<file path="src/hdl/usu_pkg.sv">
// ----------------------------------------------------------------------------
// usu_pkg
// Shared types, codes and helpers of the string unescape / UTF-8 parser.
// ----------------------------------------------------------------------------
package usu_pkg;

  localparam int unsigned MAX_STRING_LEN_DEF = 65535;
  localparam int unsigned QUEUE_DEPTH = 4;

  typedef enum logic [2:0] {
    ST_END       = 3'd0,
    ST_QUOTE     = 3'd1,
    ST_BAD_ESC   = 3'd2,
    ST_LEAD_ONLY = 3'd3,
    ST_TAIL_ONLY = 3'd4,
    ST_TOO_LARGE = 3'd5
  } status_t;

  typedef enum logic [1:0] {
    MAIN_NONE = 2'd0,
    MAIN_RAW  = 2'd1,
    MAIN_UTF8 = 2'd2
  } main_kind_t;

  // one transaction's worth of work for the back end
  typedef struct packed {
    logic        pre_v;
    logic [7:0]  pre_byte;
    main_kind_t  main_kind;
    logic [20:0] cp;
    logic        st_v;
    status_t     st_code;
    logic [15:0] st_off;
  } cmd_t;

  function automatic logic [7:0] single_escape(input logic [7:0] b);
    logic [7:0] r;
    unique case (b)
      8'h5c:   r = 8'h5c;
      8'h22:   r = 8'h22;
      8'h27:   r = 8'h27;
      8'h2f:   r = 8'h2f;
      8'h61:   r = 8'h07;
      8'h62:   r = 8'h08;
      8'h65:   r = 8'h1b;
      8'h66:   r = 8'h0c;
      8'h6e:   r = 8'h0a;
      8'h72:   r = 8'h0d;
      8'h74:   r = 8'h09;
      8'h76:   r = 8'h0b;
      default: r = 8'h00;
    endcase
    return r;
  endfunction

endpackage

</file>
<file path="src/hdl/usu_front.sv">
// ----------------------------------------------------------------------------
// usu_front
// Accepts bytes, tracks escape state and issues at most one command per byte.
// ----------------------------------------------------------------------------
module usu_front #(
  parameter int unsigned MAX_STRING_LEN = usu_pkg::MAX_STRING_LEN_DEF
) (
  input  logic          clk,
  input  logic          rst,
  input  logic          in_valid,
  output logic          in_stall,
  input  logic [7:0]    in_byte,
  input  logic          is_final,
  input  logic          q_full,
  output logic          push,
  output usu_pkg::cmd_t push_cmd
);

  localparam int unsigned CAP = (MAX_STRING_LEN < 65535) ? MAX_STRING_LEN : 65535;
  localparam logic [15:0] CAP16 = CAP[15:0];

  typedef enum logic [3:0] {
    PH_NORMAL, PH_ESC, PH_HEX2, PH_OCT, PH_U4, PH_U8, PH_LEAD_BS, PH_LEAD_U, PH_TAIL4
  } phase_t;

  phase_t      phase, phase_next;
  logic [31:0] hex_accum, hex_accum_next;
  logic [3:0]  digit_count, digit_count_next;
  logic [7:0]  octal_value, octal_value_next;
  logic [9:0]  lead_surrogate, lead_surrogate_next;
  logic [15:0] escape_start, escape_start_next;
  logic [15:0] byte_offset;
  logic        stopped, stopped_next;

  usu_pkg::cmd_t c;
  logic        accept, do_normal, hok, is_oct, done_hex;
  logic [3:0]  hv;
  logic [7:0]  lc, esc_r;
  logic [31:0] acc_n;
  logic [15:0] v16;
  logic [10:0] lead_hi;
  logic [16:0] off_p1;

  assign in_stall = q_full;
  assign accept   = in_valid && !in_stall;

  always_comb begin
    lc     = in_byte | 8'h20;
    hok    = 1'b1;
    hv     = 4'd0;
    if (in_byte >= 8'h30 && in_byte <= 8'h39) begin
      hv = 4'(in_byte - 8'h30);
    end else if (lc >= 8'h61 && lc <= 8'h66) begin
      hv = 4'(lc - 8'h57);
    end else begin
      hok = 1'b0;
    end
    is_oct  = (in_byte >= 8'h30 && in_byte <= 8'h37);
    esc_r   = usu_pkg::single_escape(in_byte);
    acc_n   = {hex_accum[27:0], hv};
    v16     = acc_n[15:0];
    lead_hi = {1'b0, lead_surrogate} + 11'd64;
    off_p1  = {1'b0, byte_offset} + 17'd1;

    phase_next          = phase;
    hex_accum_next      = hex_accum;
    digit_count_next    = digit_count;
    octal_value_next    = octal_value;
    lead_surrogate_next = lead_surrogate;
    escape_start_next   = escape_start;
    stopped_next        = stopped;
    do_normal           = 1'b0;
    done_hex            = 1'b0;
    c                   = '0;

    if (!stopped) begin
      unique case (phase)
        PH_NORMAL: do_normal = 1'b1;
        PH_ESC: begin
          hex_accum_next   = '0;
          digit_count_next = '0;
          if (esc_r != 8'd0) begin
            c.main_kind = usu_pkg::MAIN_RAW;
            c.cp        = {13'd0, esc_r};
            phase_next  = PH_NORMAL;
          end else if (in_byte == 8'h78) begin
            phase_next = PH_HEX2;
          end else if (is_oct) begin
            octal_value_next = {5'd0, in_byte[2:0]};
            digit_count_next = 4'd1;
            phase_next       = PH_OCT;
          end else if (in_byte == 8'h75) begin
            phase_next = PH_U4;
          end else if (in_byte == 8'h55) begin
            phase_next = PH_U8;
          end else begin
            c.st_v = 1'b1; c.st_code = usu_pkg::ST_BAD_ESC;
          end
        end
        PH_HEX2, PH_U4, PH_U8, PH_TAIL4: begin
          if (!hok) begin
            c.st_v    = 1'b1;
            c.st_code = (phase == PH_TAIL4) ? usu_pkg::ST_LEAD_ONLY : usu_pkg::ST_BAD_ESC;
          end else begin
            hex_accum_next   = acc_n;
            digit_count_next = digit_count + 4'd1;
            priority case (phase)
              PH_HEX2: done_hex = (digit_count_next == 4'd2);
              PH_U8:   done_hex = (digit_count_next == 4'd8);
              default: done_hex = (digit_count_next == 4'd4);
            endcase
            if (done_hex) begin
              phase_next = PH_NORMAL;
              priority case (phase)
                PH_HEX2: begin
                  c.main_kind = usu_pkg::MAIN_RAW; c.cp = {13'd0, acc_n[7:0]};
                end
                PH_U8: begin
                  if (acc_n > 32'h0010ffff) begin
                    c.st_v = 1'b1; c.st_code = usu_pkg::ST_TOO_LARGE;
                  end else begin
                    c.main_kind = usu_pkg::MAIN_UTF8; c.cp = acc_n[20:0];
                  end
                end
                PH_U4: begin
                  if (v16 >= 16'hd800 && v16 <= 16'hdbff) begin
                    lead_surrogate_next = v16[9:0];
                    phase_next          = PH_LEAD_BS;
                  end else if (v16 >= 16'hdc00 && v16 <= 16'hdfff) begin
                    c.st_v = 1'b1; c.st_code = usu_pkg::ST_TAIL_ONLY;
                  end else begin
                    c.main_kind = usu_pkg::MAIN_UTF8; c.cp = {5'd0, v16};
                  end
                end
                default: begin
                  if (v16 >= 16'hdc00 && v16 <= 16'hdfff) begin
                    c.main_kind = usu_pkg::MAIN_UTF8; c.cp = {lead_hi, v16[9:0]};
                  end else begin
                    c.st_v = 1'b1; c.st_code = usu_pkg::ST_LEAD_ONLY;
                  end
                end
              endcase
            end
          end
        end
        PH_OCT: begin
          if (is_oct) begin
            octal_value_next = {octal_value[4:0], in_byte[2:0]};
            digit_count_next = digit_count + 4'd1;
            if (digit_count_next >= 4'd3 || octal_value_next >= 8'h20) begin
              c.main_kind = usu_pkg::MAIN_RAW; c.cp = {13'd0, octal_value_next};
              phase_next  = PH_NORMAL;
            end
          end else begin
            c.pre_v = 1'b1; c.pre_byte = octal_value;
            phase_next = PH_NORMAL;
            do_normal  = 1'b1;
          end
        end
        PH_LEAD_BS: begin
          if (in_byte == 8'h5c) phase_next = PH_LEAD_U;
          else begin c.st_v = 1'b1; c.st_code = usu_pkg::ST_LEAD_ONLY; end
        end
        PH_LEAD_U: begin
          if (in_byte == 8'h75) begin
            hex_accum_next = '0; digit_count_next = '0; phase_next = PH_TAIL4;
          end else begin
            c.st_v = 1'b1; c.st_code = usu_pkg::ST_LEAD_ONLY;
          end
        end
        default: do_normal = 1'b1;
      endcase

      if (c.st_v) begin
        c.st_off     = escape_start;
        stopped_next = 1'b1;
        phase_next   = PH_NORMAL;
      end

      if (do_normal) begin
        if (in_byte == 8'h22) begin
          c.st_v = 1'b1; c.st_code = usu_pkg::ST_QUOTE; c.st_off = byte_offset;
          stopped_next = 1'b1;
        end else if (in_byte == 8'h5c) begin
          escape_start_next = byte_offset;
          phase_next        = PH_ESC;
        end else begin
          c.main_kind = usu_pkg::MAIN_RAW; c.cp = {13'd0, in_byte};
        end
      end

      if (is_final && !stopped_next) begin
        c.st_v = 1'b1;
        priority case (phase_next)
          PH_NORMAL: begin
            c.st_code = usu_pkg::ST_END;
            c.st_off  = (off_p1 > {1'b0, CAP16}) ? CAP16 : off_p1[15:0];
          end
          PH_OCT: begin
            c.main_kind = usu_pkg::MAIN_RAW; c.cp = {13'd0, octal_value_next};
            c.st_code   = usu_pkg::ST_END;
            c.st_off    = (off_p1 > {1'b0, CAP16}) ? CAP16 : off_p1[15:0];
          end
          PH_LEAD_BS, PH_LEAD_U, PH_TAIL4: begin
            c.st_code = usu_pkg::ST_LEAD_ONLY; c.st_off = escape_start_next;
          end
          default: begin
            c.st_code = usu_pkg::ST_BAD_ESC; c.st_off = escape_start_next;
          end
        endcase
      end
    end
  end

  assign push     = accept && (c.pre_v || c.st_v || c.main_kind != usu_pkg::MAIN_NONE);
  assign push_cmd = c;

  always_ff @(posedge clk) begin
    if (rst) begin
      phase          <= PH_NORMAL;
      hex_accum      <= '0;
      digit_count    <= '0;
      octal_value    <= '0;
      lead_surrogate <= '0;
      escape_start   <= '0;
      byte_offset    <= '0;
      stopped        <= 1'b0;
    end else if (accept) begin
      if (is_final) begin
        phase          <= PH_NORMAL;
        hex_accum      <= '0;
        digit_count    <= '0;
        octal_value    <= '0;
        lead_surrogate <= '0;
        escape_start   <= '0;
        byte_offset    <= '0;
        stopped        <= 1'b0;
      end else begin
        phase          <= phase_next;
        hex_accum      <= hex_accum_next;
        digit_count    <= digit_count_next;
        octal_value    <= octal_value_next;
        lead_surrogate <= lead_surrogate_next;
        escape_start   <= escape_start_next;
        stopped        <= stopped_next;
        if (byte_offset < CAP16) byte_offset <= byte_offset + 16'd1;
      end
    end
  end

endmodule

</file>
<file path="src/hdl/usu_queue.sv">
// ----------------------------------------------------------------------------
// usu_queue
// Small command queue between the front and back ends.
// ----------------------------------------------------------------------------
module usu_queue (
  input  logic          clk,
  input  logic          rst,
  input  logic          push,
  input  usu_pkg::cmd_t push_cmd,
  output logic          full,
  input  logic          pop,
  output logic          head_v,
  output usu_pkg::cmd_t head
);

  localparam int unsigned AW = $clog2(usu_pkg::QUEUE_DEPTH);

  usu_pkg::cmd_t mem [usu_pkg::QUEUE_DEPTH];
  logic [AW-1:0] wr_ptr, rd_ptr;
  logic [AW:0]   count;

  assign full   = (count == (AW+1)'(usu_pkg::QUEUE_DEPTH));
  assign head_v = (count != '0);
  assign head   = mem[rd_ptr];

  always_ff @(posedge clk) begin
    if (push) mem[wr_ptr] <= push_cmd;
  end

  always_ff @(posedge clk) begin
    if (rst) begin
      wr_ptr <= '0;
      rd_ptr <= '0;
      count  <= '0;
    end else begin
      if (push) wr_ptr <= wr_ptr + 1'b1;
      if (pop)  rd_ptr <= rd_ptr + 1'b1;
      count <= count + (AW+1)'(push) - (AW+1)'(pop);
    end
  end

  a_no_overflow: assert property (@(posedge clk) disable iff (rst)
    count <= (AW+1)'(usu_pkg::QUEUE_DEPTH)) else $error("queue overflow");

endmodule

</file>
<file path="src/hdl/usu_back.sv">
// ----------------------------------------------------------------------------
// usu_back
// Expands queued commands into output transactions, one per unstalled cycle.
// ----------------------------------------------------------------------------
module usu_back (
  input  logic          clk,
  input  logic          rst,
  input  logic          head_v,
  input  usu_pkg::cmd_t head,
  output logic          pop,
  output logic          out_valid,
  input  logic          out_stall,
  output logic [7:0]    out_byte,
  output logic          kind,
  output logic [2:0]    status,
  output logic [15:0]   stop_offset,
  output logic          run_end
);

  logic [2:0] idx;
  logic [2:0] cnt, mn, pos;
  logic [7:0] mb [4];
  logic [7:0] ub [5];
  logic [20:0] cp;
  logic       load, last, is_st;

  always_comb begin
    cp = head.cp;
    mb[0] = cp[7:0];
    mb[1] = 8'h00;
    mb[2] = 8'h00;
    mb[3] = 8'h00;
    mn    = 3'd0;
    if (head.main_kind == usu_pkg::MAIN_RAW) begin
      mn = 3'd1;
    end else if (head.main_kind == usu_pkg::MAIN_UTF8) begin
      if (cp < 21'h80) begin
        mn = 3'd1;
      end else if (cp < 21'h800) begin
        mn = 3'd2;
        mb[0] = {3'b110, cp[10:6]};
        mb[1] = {2'b10, cp[5:0]};
      end else if (cp < 21'h10000) begin
        mn = 3'd3;
        mb[0] = {4'b1110, cp[15:12]};
        mb[1] = {2'b10, cp[11:6]};
        mb[2] = {2'b10, cp[5:0]};
      end else begin
        mn = 3'd4;
        mb[0] = {5'b11110, cp[20:18]};
        mb[1] = {2'b10, cp[17:12]};
        mb[2] = {2'b10, cp[11:6]};
        mb[3] = {2'b10, cp[5:0]};
      end
    end
    for (int i = 0; i < 5; i++) ub[i] = 8'h00;
    pos = 3'd0;
    if (head.pre_v) begin
      ub[0] = head.pre_byte;
      pos   = 3'd1;
    end
    for (int j = 0; j < 4; j++) begin
      if (3'(j) < mn) ub[pos + 3'(j)] = mb[j];
    end
    cnt   = pos + mn + 3'(head.st_v);
    last  = (idx == cnt - 3'd1);
    is_st = head.st_v && last;
    load  = head_v && (!out_valid || !out_stall);
    pop   = load && last;
  end

  always_ff @(posedge clk) begin
    if (rst) begin
      out_valid <= 1'b0;
      idx       <= '0;
    end else if (load) begin
      out_valid <= 1'b1;
      idx       <= last ? 3'd0 : idx + 3'd1;
    end else if (!out_stall) begin
      out_valid <= 1'b0;
    end
  end

  always_ff @(posedge clk) begin
    if (load) begin
      out_byte    <= is_st ? 8'h00 : ub[idx];
      kind        <= is_st;
      status      <= is_st ? head.st_code : usu_pkg::ST_END;
      stop_offset <= is_st ? head.st_off : 16'd0;
      run_end     <= is_st;
    end
  end

  a_idx_in_range: assert property (@(posedge clk) disable iff (rst)
    head_v |-> idx < cnt) else $error("unit index past command");
  a_idx_zero_idle: assert property (@(posedge clk) disable iff (rst)
    !head_v |-> idx == 3'd0) else $error("unit index left nonzero");
  a_status_fields: assert property (@(posedge clk) disable iff (rst)
    (out_valid && !kind) |-> (stop_offset == 16'd0 && !run_end))
    else $error("data transaction carries status fields");

endmodule

</file>
<file path="src/hdl/string_unescape_utf8_parser_core.sv">
// ----------------------------------------------------------------------------
// string_unescape_utf8_parser_core
// Streaming unescaper of quoted string bodies into UTF-8 bytes.
// ----------------------------------------------------------------------------
// Input channel (in_valid/in_stall): one source byte per transaction, with
// is_final on the last byte of a buffer. Output channel (out_valid/
// out_stall): data bytes (kind 0) and status transactions (kind 1,
// run_end 1) carrying status and stop_offset.
// The front end decodes one byte per cycle unless the queue is full and
// pushes at most one command into a four-entry queue; the back end emits one
// output transaction per cycle unless out_stall is high. Results are
// registered at the output. A byte that yields one result sustains one byte
// per cycle when unstalled; one that yields n results (up to 5, e.g. a
// 4-byte UTF-8 sequence plus a status) takes n output transactions, which
// the queue absorbs. in_stall rises only when the queue is full, so receiver
// stalls propagate back through the queue. Reset empties the queue, drops
// the output register and returns the parser to the copy phase at offset 0.
// ----------------------------------------------------------------------------
module string_unescape_utf8_parser_core #(
  parameter int unsigned MAX_STRING_LEN = usu_pkg::MAX_STRING_LEN_DEF
) (
  input  logic        clk,
  input  logic        rst,
  input  logic        in_valid,
  output logic        in_stall,
  input  logic [7:0]  in_byte,
  input  logic        is_final,
  output logic        out_valid,
  input  logic        out_stall,
  output logic [7:0]  out_byte,
  output logic        kind,
  output logic [2:0]  status,
  output logic [15:0] stop_offset,
  output logic        run_end
);

  usu_pkg::cmd_t push_cmd, head;
  logic push, q_full, pop, head_v;

  usu_front #(.MAX_STRING_LEN(MAX_STRING_LEN)) u_front (
    .clk, .rst, .in_valid, .in_stall, .in_byte, .is_final,
    .q_full, .push, .push_cmd
  );

  usu_queue u_queue (
    .clk, .rst, .push, .push_cmd, .full(q_full), .pop, .head_v, .head
  );

  usu_back u_back (
    .clk, .rst, .head_v, .head, .pop, .out_valid, .out_stall,
    .out_byte, .kind, .status, .stop_offset, .run_end
  );

endmodule
</file>
<file path="config.mk">
export PLATFORM = sky130hd
export DESIGN_NAME = string_unescape_utf8_parser_core
export DESIGN_NICKNAME = d
export VERILOG_FILES = /design/src/hdl/usu_pkg.sv /design/src/hdl/usu_front.sv /design/src/hdl/usu_queue.sv /design/src/hdl/usu_back.sv /design/src/hdl/string_unescape_utf8_parser_core.sv
export SDC_FILE = /design/constraint.sdc
export NUM_CORES = 1
export LEC_CHECK = 0
export BUFFER_PORTS_ARGS = -buffer_cell sky130_fd_sc_hd__clkbuf_2
export CORE_UTILIZATION = 40
export CTS_CLUSTER_DIAMETER = 60
export CTS_CLUSTER_SIZE = 16
export DETAILED_ROUTE_END_ITERATION = 8
export GPL_TIMING_DRIVEN = 0
export PLACE_DENSITY_LB_ADDON = 0.3
export SETUP_SLACK_MARGIN = 0.4
export SYNTH_ARGS = -nofsm -noshare
export SYNTH_HDL_FRONTEND = slang
export SYNTH_SLANG_ARGS = --single-unit
</file>
<file path="constraint.sdc">
create_clock -name clk -period 5.3 [get_ports clk]
set_input_delay 1.06 -clock clk [delete_from_list [all_inputs] [get_ports clk]]
set_output_delay 1.06 -clock clk [all_outputs]
set_load 0.02 [all_outputs]
</file>
Yosys cells after proc, flatten, opt, wreduce, memory -nomap -nowiden
Memory sizes are Yosys's and may differ from the RTL's. A register that Yosys moved wholly into a read port is not among the register bits.
Cells that the tools add are included.
- output and inout port bits: 31
- logic and storage cells: 310
- register bits: 126
- memories: 1
- RAM bits: 208
- input bits: 13
- memory list (memory ; depth ; width ; rd ports ; clocked after Yosys merged registers in ; write ports ; line ; text):
    u_queue.mem ; 4 ; 52 ; 1 ; 1 ; 1 ; usu_queue.sv:18 ; usu_pkg::cmd_t mem [usu_pkg::QUEUE_DEPTH];
- add/subtract/negate cells: 17
- muxes and demuxes: 157
- equality and inequality tests: 39
- order comparisons: 30
- reductions and logical operators: 44
- bitwise operators: 5
- operators with widths (cell ; number):
    27-bit 2-to-1 mux ; 7
    23-bit 2-to-1 mux ; 7
    40-bit bitwise mux ; 4
    16-bit 2-to-1 mux ; 10
    4-bit 2-to-1 mux ; 40
    40-bit 2-to-1 mux ; 4
    23-bit case mux with 3 select lines ; 2
    28-bit 2-to-1 mux ; 4
    8-bit 2-to-1 mux ; 14
    8-bit demux with 3-bit select ; 4
    8-bit by 7-bit == test with 1-bit output, second input constant ; 12
    32-bit 2-to-1 mux ; 3
    43-bit 2-to-1 mux ; 2
    28-bit case mux with 3 select lines ; 1
    7-bit case mux with 12 select lines ; 1
    10-bit 2-to-1 mux ; 7
    22-bit 2-to-1 mux ; 3
    52-bit 2-to-1 mux ; 1
    18-bit case mux with 2 select lines ; 1
    16-bit >= comparator, second input constant ; 2
    32-bit by 21-bit greater-than comparator with 1-bit output, second input constant ; 1
    16-bit <= comparator, second input constant ; 2
    4-bit case mux with 4 select lines ; 2
    4-bit by 3-bit == test with 1-bit output, second input constant ; 7
    70 further kinds ; 151

Depth between registers and ports, before layout
- word-level depth: 33
- gate-level depth with buffers: 21
- depth with buffers taken out: 19

Modules after synthesis
From an unflattened synthesis, not the netlist that was laid out.
- cells, all modules: 1421
- area total of the unflattened synthesis: 16633.5 um^2
- modules (own cells, without submodules) (module ; times used ; sequential area each (um^2) ; area an instance (um^2) ; cells each):
    usu_queue ; 1 ; 6426.2 ; 8005.2 ; 314
    usu_front ; 1 ; 1741.7 ; 6272.3 ; 869
    usu_back ; 1 ; 920.9 ; 2356.0 ; 238

Worst setup path before layout
Ideal clock, no wire load.
- kind: reg-to-reg
- start point: register with a tool-made name
- end point: register u_queue.count[2]
- arrival: 5.089 ns
- path buffers: 2
- data required time: 5.172 ns
- library setup time: 0.128 ns
- clock period less this slack: 5.217 ns
- stages on the path, launching flop included: 20
- setup slack: 0.083 ns
- cells stage by stage: dfxtp_1 > buf_2 > mux4_2 > or4_1 > or2_1 > nor3_2 > a21oi_2 > clkbuf_1 > and2_1 > fa_1 > xor2_1 > xnor2_1 > nor4b_1 > ha_1 > inv_1 > ha_1 > fa_1 > xnor2_1 > xnor2_1 > nor2_1
- RTL lines (what ; line ; text):
    end signal: assignment ; usu_queue.sv:38 ; count <= count + (AW+1)'(push) - (AW+1)'(pop);
    end: declaration ; usu_queue.sv:20 ; logic [AW:0] count;

==> results.txt <==
The run finished, with violations left. The checks that failed: capacitance limit, slew limit. The switching share of total power is 0.323. The total power divided by cell area is 405 nW/um^2.

The final net count came out at 1639. Leaving out fill and tap cells, the most frequent cells in the layout are sky130_fd_sc_hd__edfxtp_1 (236), sky130_fd_sc_hd__nand2_1 (156), sky130_fd_sc_hd__nor2_1 (148). The compound-gate portion of the synthesized area is 0.143. The number of cells on the worst hold path came out at 2. The design draws 7.65 mW. The detailed router placed 12.7k vias in this run.

TritonCTS created 29 clock buffers. Of the post-synthesis cell area, the part taken by muxes is 0.0782. The synthesized instance count came out at 1511.

The total net switching power is 2.47 mW. The count of boundary I/O pins is 44. The pre-antenna-repair detailed-routing pass consisted of 5 iterations. The final critical-path share of the clock period is 0.960. Of the synthesized area, sequential elements account for 0.545.

The maximum level of the CTS H-tree came out at 1. For the pin with the worst max-slew slack, the measured transition is 1.51 ns. By area, the combinational part of the netlist is dominated by simple AND/OR/NAND/NOR gates.

The area taken by multi-input logic gates is 7310 um^2. The largest fanout of any net on the critical path came out at 7. The depth of the worst register-to-register path is 20. The final global-route overflow total came out at 0. The flip-flop cell with the highest count after synthesis is sky130_fd_sc_hd__edfxtp_1. The number of hold violations in the final report came out at 0.

The area fraction in and, or, nand and nor cells after synthesis is 0.169. Of the cells placed in the final design, the portion with a size suffix greater than 1 is 0.151. The relative max-transition margin came out at -0.0195.

The shortest clock period the worst path allows after layout came out at 5.09 ns. The cell internal power dissipation came out at between 5 and 6 mW. Setup repair after global routing could not meet its margin everywhere. The post-synthesis sequential element count is 336. The layout overhead on the synthesized area came out at 13.4%. The weighted congestion at the end of routability-driven global placement came out at 0.942. The maximum number of pins on one net before global-route repair is 31.

The worst path setup slack after routing came out at 0.211 ns. Measured along the y axis, the die boundary spans 206 um. STA classifies the critical path endpoint as a flip-flop. The worst hold path terminates at u_front.octal_value[7]. Fill cells in the final layout number about 3.8k. The worst setup skew after layout is 0.0241 ns.

TritonCTS built the clock tree. The number of nets with antenna violations after detailed routing came out at 0. The type of element launching the critical path is a flip-flop. The clock network fraction of total power came out at 0.265.

Once layout is done, the placed cells without fillers occupy 18900 um^2. The number of pins exceeding their max-slew limit in the final report came out at 5. The cell sitting at the root of the clock tree is a sky130_fd_sc_hd__clkbuf_16. The sum of net half-perimeters after detailed placement came out at 32700 um. The share of total power in sequential cells came out at 0.427. The maximum clock insertion buffer count came out at 3. For this run, design rule violations remaining after detail routing come to 0. The timing-limited maximum frequency came out at 197 MHz. The number of global-route vias before repair came to between 10k and 15k.

After clock tree synthesis, the clock-pin slew on the worst setup and hold paths is 0.08 ns. The number of antenna diodes in the final layout is 0. The synthesized net count is 1547. The count of input and output buffers is 39.

Setup violations remaining at the end of the flow were counted as 0. The share of flip-flops with an asynchronous set or reset after synthesis came out at 0. The global-route wire length before repair came out at 71300 um.

The combinational fraction of design power came out at 0.308. The worst endpoint required time came out at 5.74 ns. The netlist uses 90 different library cells. Across the whole layout, storage elements account for 9090 um^2.

The number of antenna violations at the first check in global routing is 0. In this run the cell area measured after placement is 17600 um^2. The area of the core is 40900 um^2. Of the total synthesized cell area, the portion taken by full adders, half adders and majority gates is 0.0182. The horizontal die dimension is 206 um. The average detailed-routed wire length per instance is 21.8 um.

For this design, the sink count on the clock tree is 336. The placement row count came out at 74. The starting density of the core is 0.407. The reg2reg setup slack is roughly 0.21 ns. The final standard cell utilization of the core came out at 0.462. The area share of xor/xnor cells in the synthesized design came out at 0.0142.

The mean number of vias per cell is 5.90. The post-synthesis average cell area came out at about 11 um^2. VDD sags by at most 0.250 mV.

The worst hold path belongs to the class flip-flop to flip-flop. The number of DRC markers after the initial detailed-route iteration came out at 1211. The die covers ~42000 um^2.

The destination of the worst register-to-register timing path is u_queue.count[2]. Summing every instance area after synthesis gives 16700 um^2. The number of flops mapped to enable cells by yosys came out at 236.

Across the run, the number of max-cap violations was 1. During synthesis, Yosys emitted a total of 0 warnings. The analysis attributes to cell leakage a power of 6.21 nW.

The library cell used most frequently in the layout, excluding fill and tap cells, is sky130_fd_sc_hd__edfxtp_1. At the worst endpoint, the arrival time is 5.52 ns. The worst-skew pair later-pin latency came out at approximately 0.57 ns. The routed design has 46900 um of wire. The number of buffers added to fix hold violations after cts is 0. The worst slack at placement came out at -1.02 ns. The worst setup path is of the flip-flop to flip-flop kind. In this run the most critical hold path is launched from u_front.octal_value[7]. The global-route total usage across every layer came out at 0.220.
-- repair_timing --
item	4_1_cts	5_1_grt
gates resized for setup	45	14
endpoints found under the setup margin	266	298
gates cloned	4	0
setup buffers	9	8
pin swaps	19	15
-- worst max-delay path, cell delays in order, from the launching register on --
cell	delay, ns
sky130_fd_sc_hd__dfxtp_2	0.36
sky130_fd_sc_hd__buf_8	0.15
sky130_fd_sc_hd__mux4_2	0.52
sky130_fd_sc_hd__or4_4	0.55
sky130_fd_sc_hd__or2_4	0.28
sky130_fd_sc_hd__o31a_1	0.39
sky130_fd_sc_hd__ha_1	0.30
sky130_fd_sc_hd__inv_1	0.07
sky130_fd_sc_hd__ha_2	0.17
sky130_fd_sc_hd__inv_2	0.04
sky130_fd_sc_hd__fa_2	0.57
sky130_fd_sc_hd__xnor2_4	0.10
sky130_fd_sc_hd__nor4b_4	0.26
sky130_fd_sc_hd__buf_4	0.18
sky130_fd_sc_hd__ha_4	0.13
sky130_fd_sc_hd__inv_2	0.04
sky130_fd_sc_hd__ha_4	0.15
sky130_fd_sc_hd__fa_2	0.36
sky130_fd_sc_hd__xnor2_2	0.14
sky130_fd_sc_hd__xnor2_1	0.15
sky130_fd_sc_hd__nor2_1	0.05
-- cell families (layout without fill, tap and decap cells) --
family | after synthesis | in the layout
simple gates | 567 | 571
compound gates | 364 | 364
flops | 336 | 336
buf+inv | 129 | 239
mux | 65 | 65
xor+xnor | 27 | 27
fa+ha+maj | 23 | 23
-- cells in the mapped netlist (11+ instances only) --
library cell / count / area share
sky130_fd_sc_hd__o21ai_0: 61 / 0.018
sky130_fd_sc_hd__and3_1: 13 / 0.0049
sky130_fd_sc_hd__mux2i_1: 11 / 0.0066
sky130_fd_sc_hd__or3_1: 17 / 0.0064
sky130_fd_sc_hd__nand2b_1: 11 / 0.0041
sky130_fd_sc_hd__o211ai_1: 11 / 0.0050
sky130_fd_sc_hd__buf_2: 15 / 0.0045
sky130_fd_sc_hd__o21ai_1: 15 / 0.0045
sky130_fd_sc_hd__nand4_1: 13 / 0.0049
sky130_fd_sc_hd__a21oi_1: 119 / 0.036
sky130_fd_sc_hd__and2_1: 41 / 0.015
sky130_fd_sc_hd__nor2_1: 150 / 0.034
sky130_fd_sc_hd__a31oi_1: 13 / 0.0049
sky130_fd_sc_hd__mux4_2: 52 / 0.070
sky130_fd_sc_hd__clkbuf_1: 73 / 0.016
sky130_fd_sc_hd__nand2_1: 157 / 0.035
sky130_fd_sc_hd__dfxtp_1: 100 / 0.12
sky130_fd_sc_hd__nor3_1: 27 / 0.0081
sky130_fd_sc_hd__edfxtp_1: 236 / 0.43
sky130_fd_sc_hd__nand3_1: 64 / 0.019
sky130_fd_sc_hd__a22oi_1: 40 / 0.018
sky130_fd_sc_hd__inv_1: 27 / 0.0061
sky130_fd_sc_hd__ha_1: 21 / 0.016
sky130_fd_sc_hd__xnor2_1: 19 / 0.010
-- worst max path at each step --
stage                         start                to  slack, ns
after CTS                 flip-flop  u_queue.count[2]       0.15
final                     flip-flop  u_queue.count[2]       0.21
after global placement    flip-flop  u_queue.count[2]      -0.98
after floorplan           flip-flop  u_queue.count[2]       0.30
after global routing      flip-flop  u_queue.count[2]       0.03
after detailed placement  flip-flop  u_queue.count[2]      -1.02
-- power groups by stage --
stage / sequential [mW] / clock, mW / combinational [mW]
2_1_floorplan: 3.46 / 0 / 1.28
3_3_place_gp: 3.32 / 0 / 2.00
3_5_place_dp: 3.32 / 0 / 2.05
4_1_cts: 3.27 / 2.07 / 2.27
5_1_grt: 3.29 / 2.17 / 2.56
6_report: 3.26 / 2.03 / 2.36
-- area by class of cell --
| type | instances | share of cell area |
|---|---|---|
| plain buffers | 101 | 0.0258 |
| clock buffers | 43 | 0.0417 |
| clock inverters | 10 | 0.00510 |
| inverters | 28 | 0.00556 |
| multi-input cells | 1050 | 0.387 |
| flip-flops and latches | 336 | 0.481 |
| well taps | 532 | 0.0352 |
| repair buffers | 57 | 0.0188 |
-- per-stage QoR --
stage,cells,hold slack [ns],TNS (ns)
final,2157,0.457,0
after global routing,2157,0.482,0
after CTS,2149,0.459,0
after detailed placement,2083,0.451,-92.52
after global placement,2082,0.442,-191.24
after floorplan,1511,0.427,0
-- flip-flops by register name, indices dropped and copies added, names as in the netlist, named ones only --
name / count
u_back.idx: 3
u_back.kind: 1
u_back.out_byte: 8
u_back.out_valid: 1
u_back.status: 3
u_back.stop_offset: 16
u_front.byte_offset: 16
u_front.digit_count: 4
u_front.escape_start: 16
u_front.hex_accum: 28
u_front.lead_surrogate: 10
u_front.octal_value: 8
u_front.phase: 4
u_front.stopped: 1
u_queue.count: 3
u_queue.mem: 208
u_queue.rd_ptr: 2
u_queue.wr_ptr: 2
-- metal layers --
layer	global-route usage	vias to the layer above	share of wire
met5	0	-	0
met4	0.0538	0	0.021
met3	0.0311	60	0.065
met2	0.355	435	0.46
met1	0.310	6314	0.45
li1	-	5907	-
(Power assumes the default switching activity.)
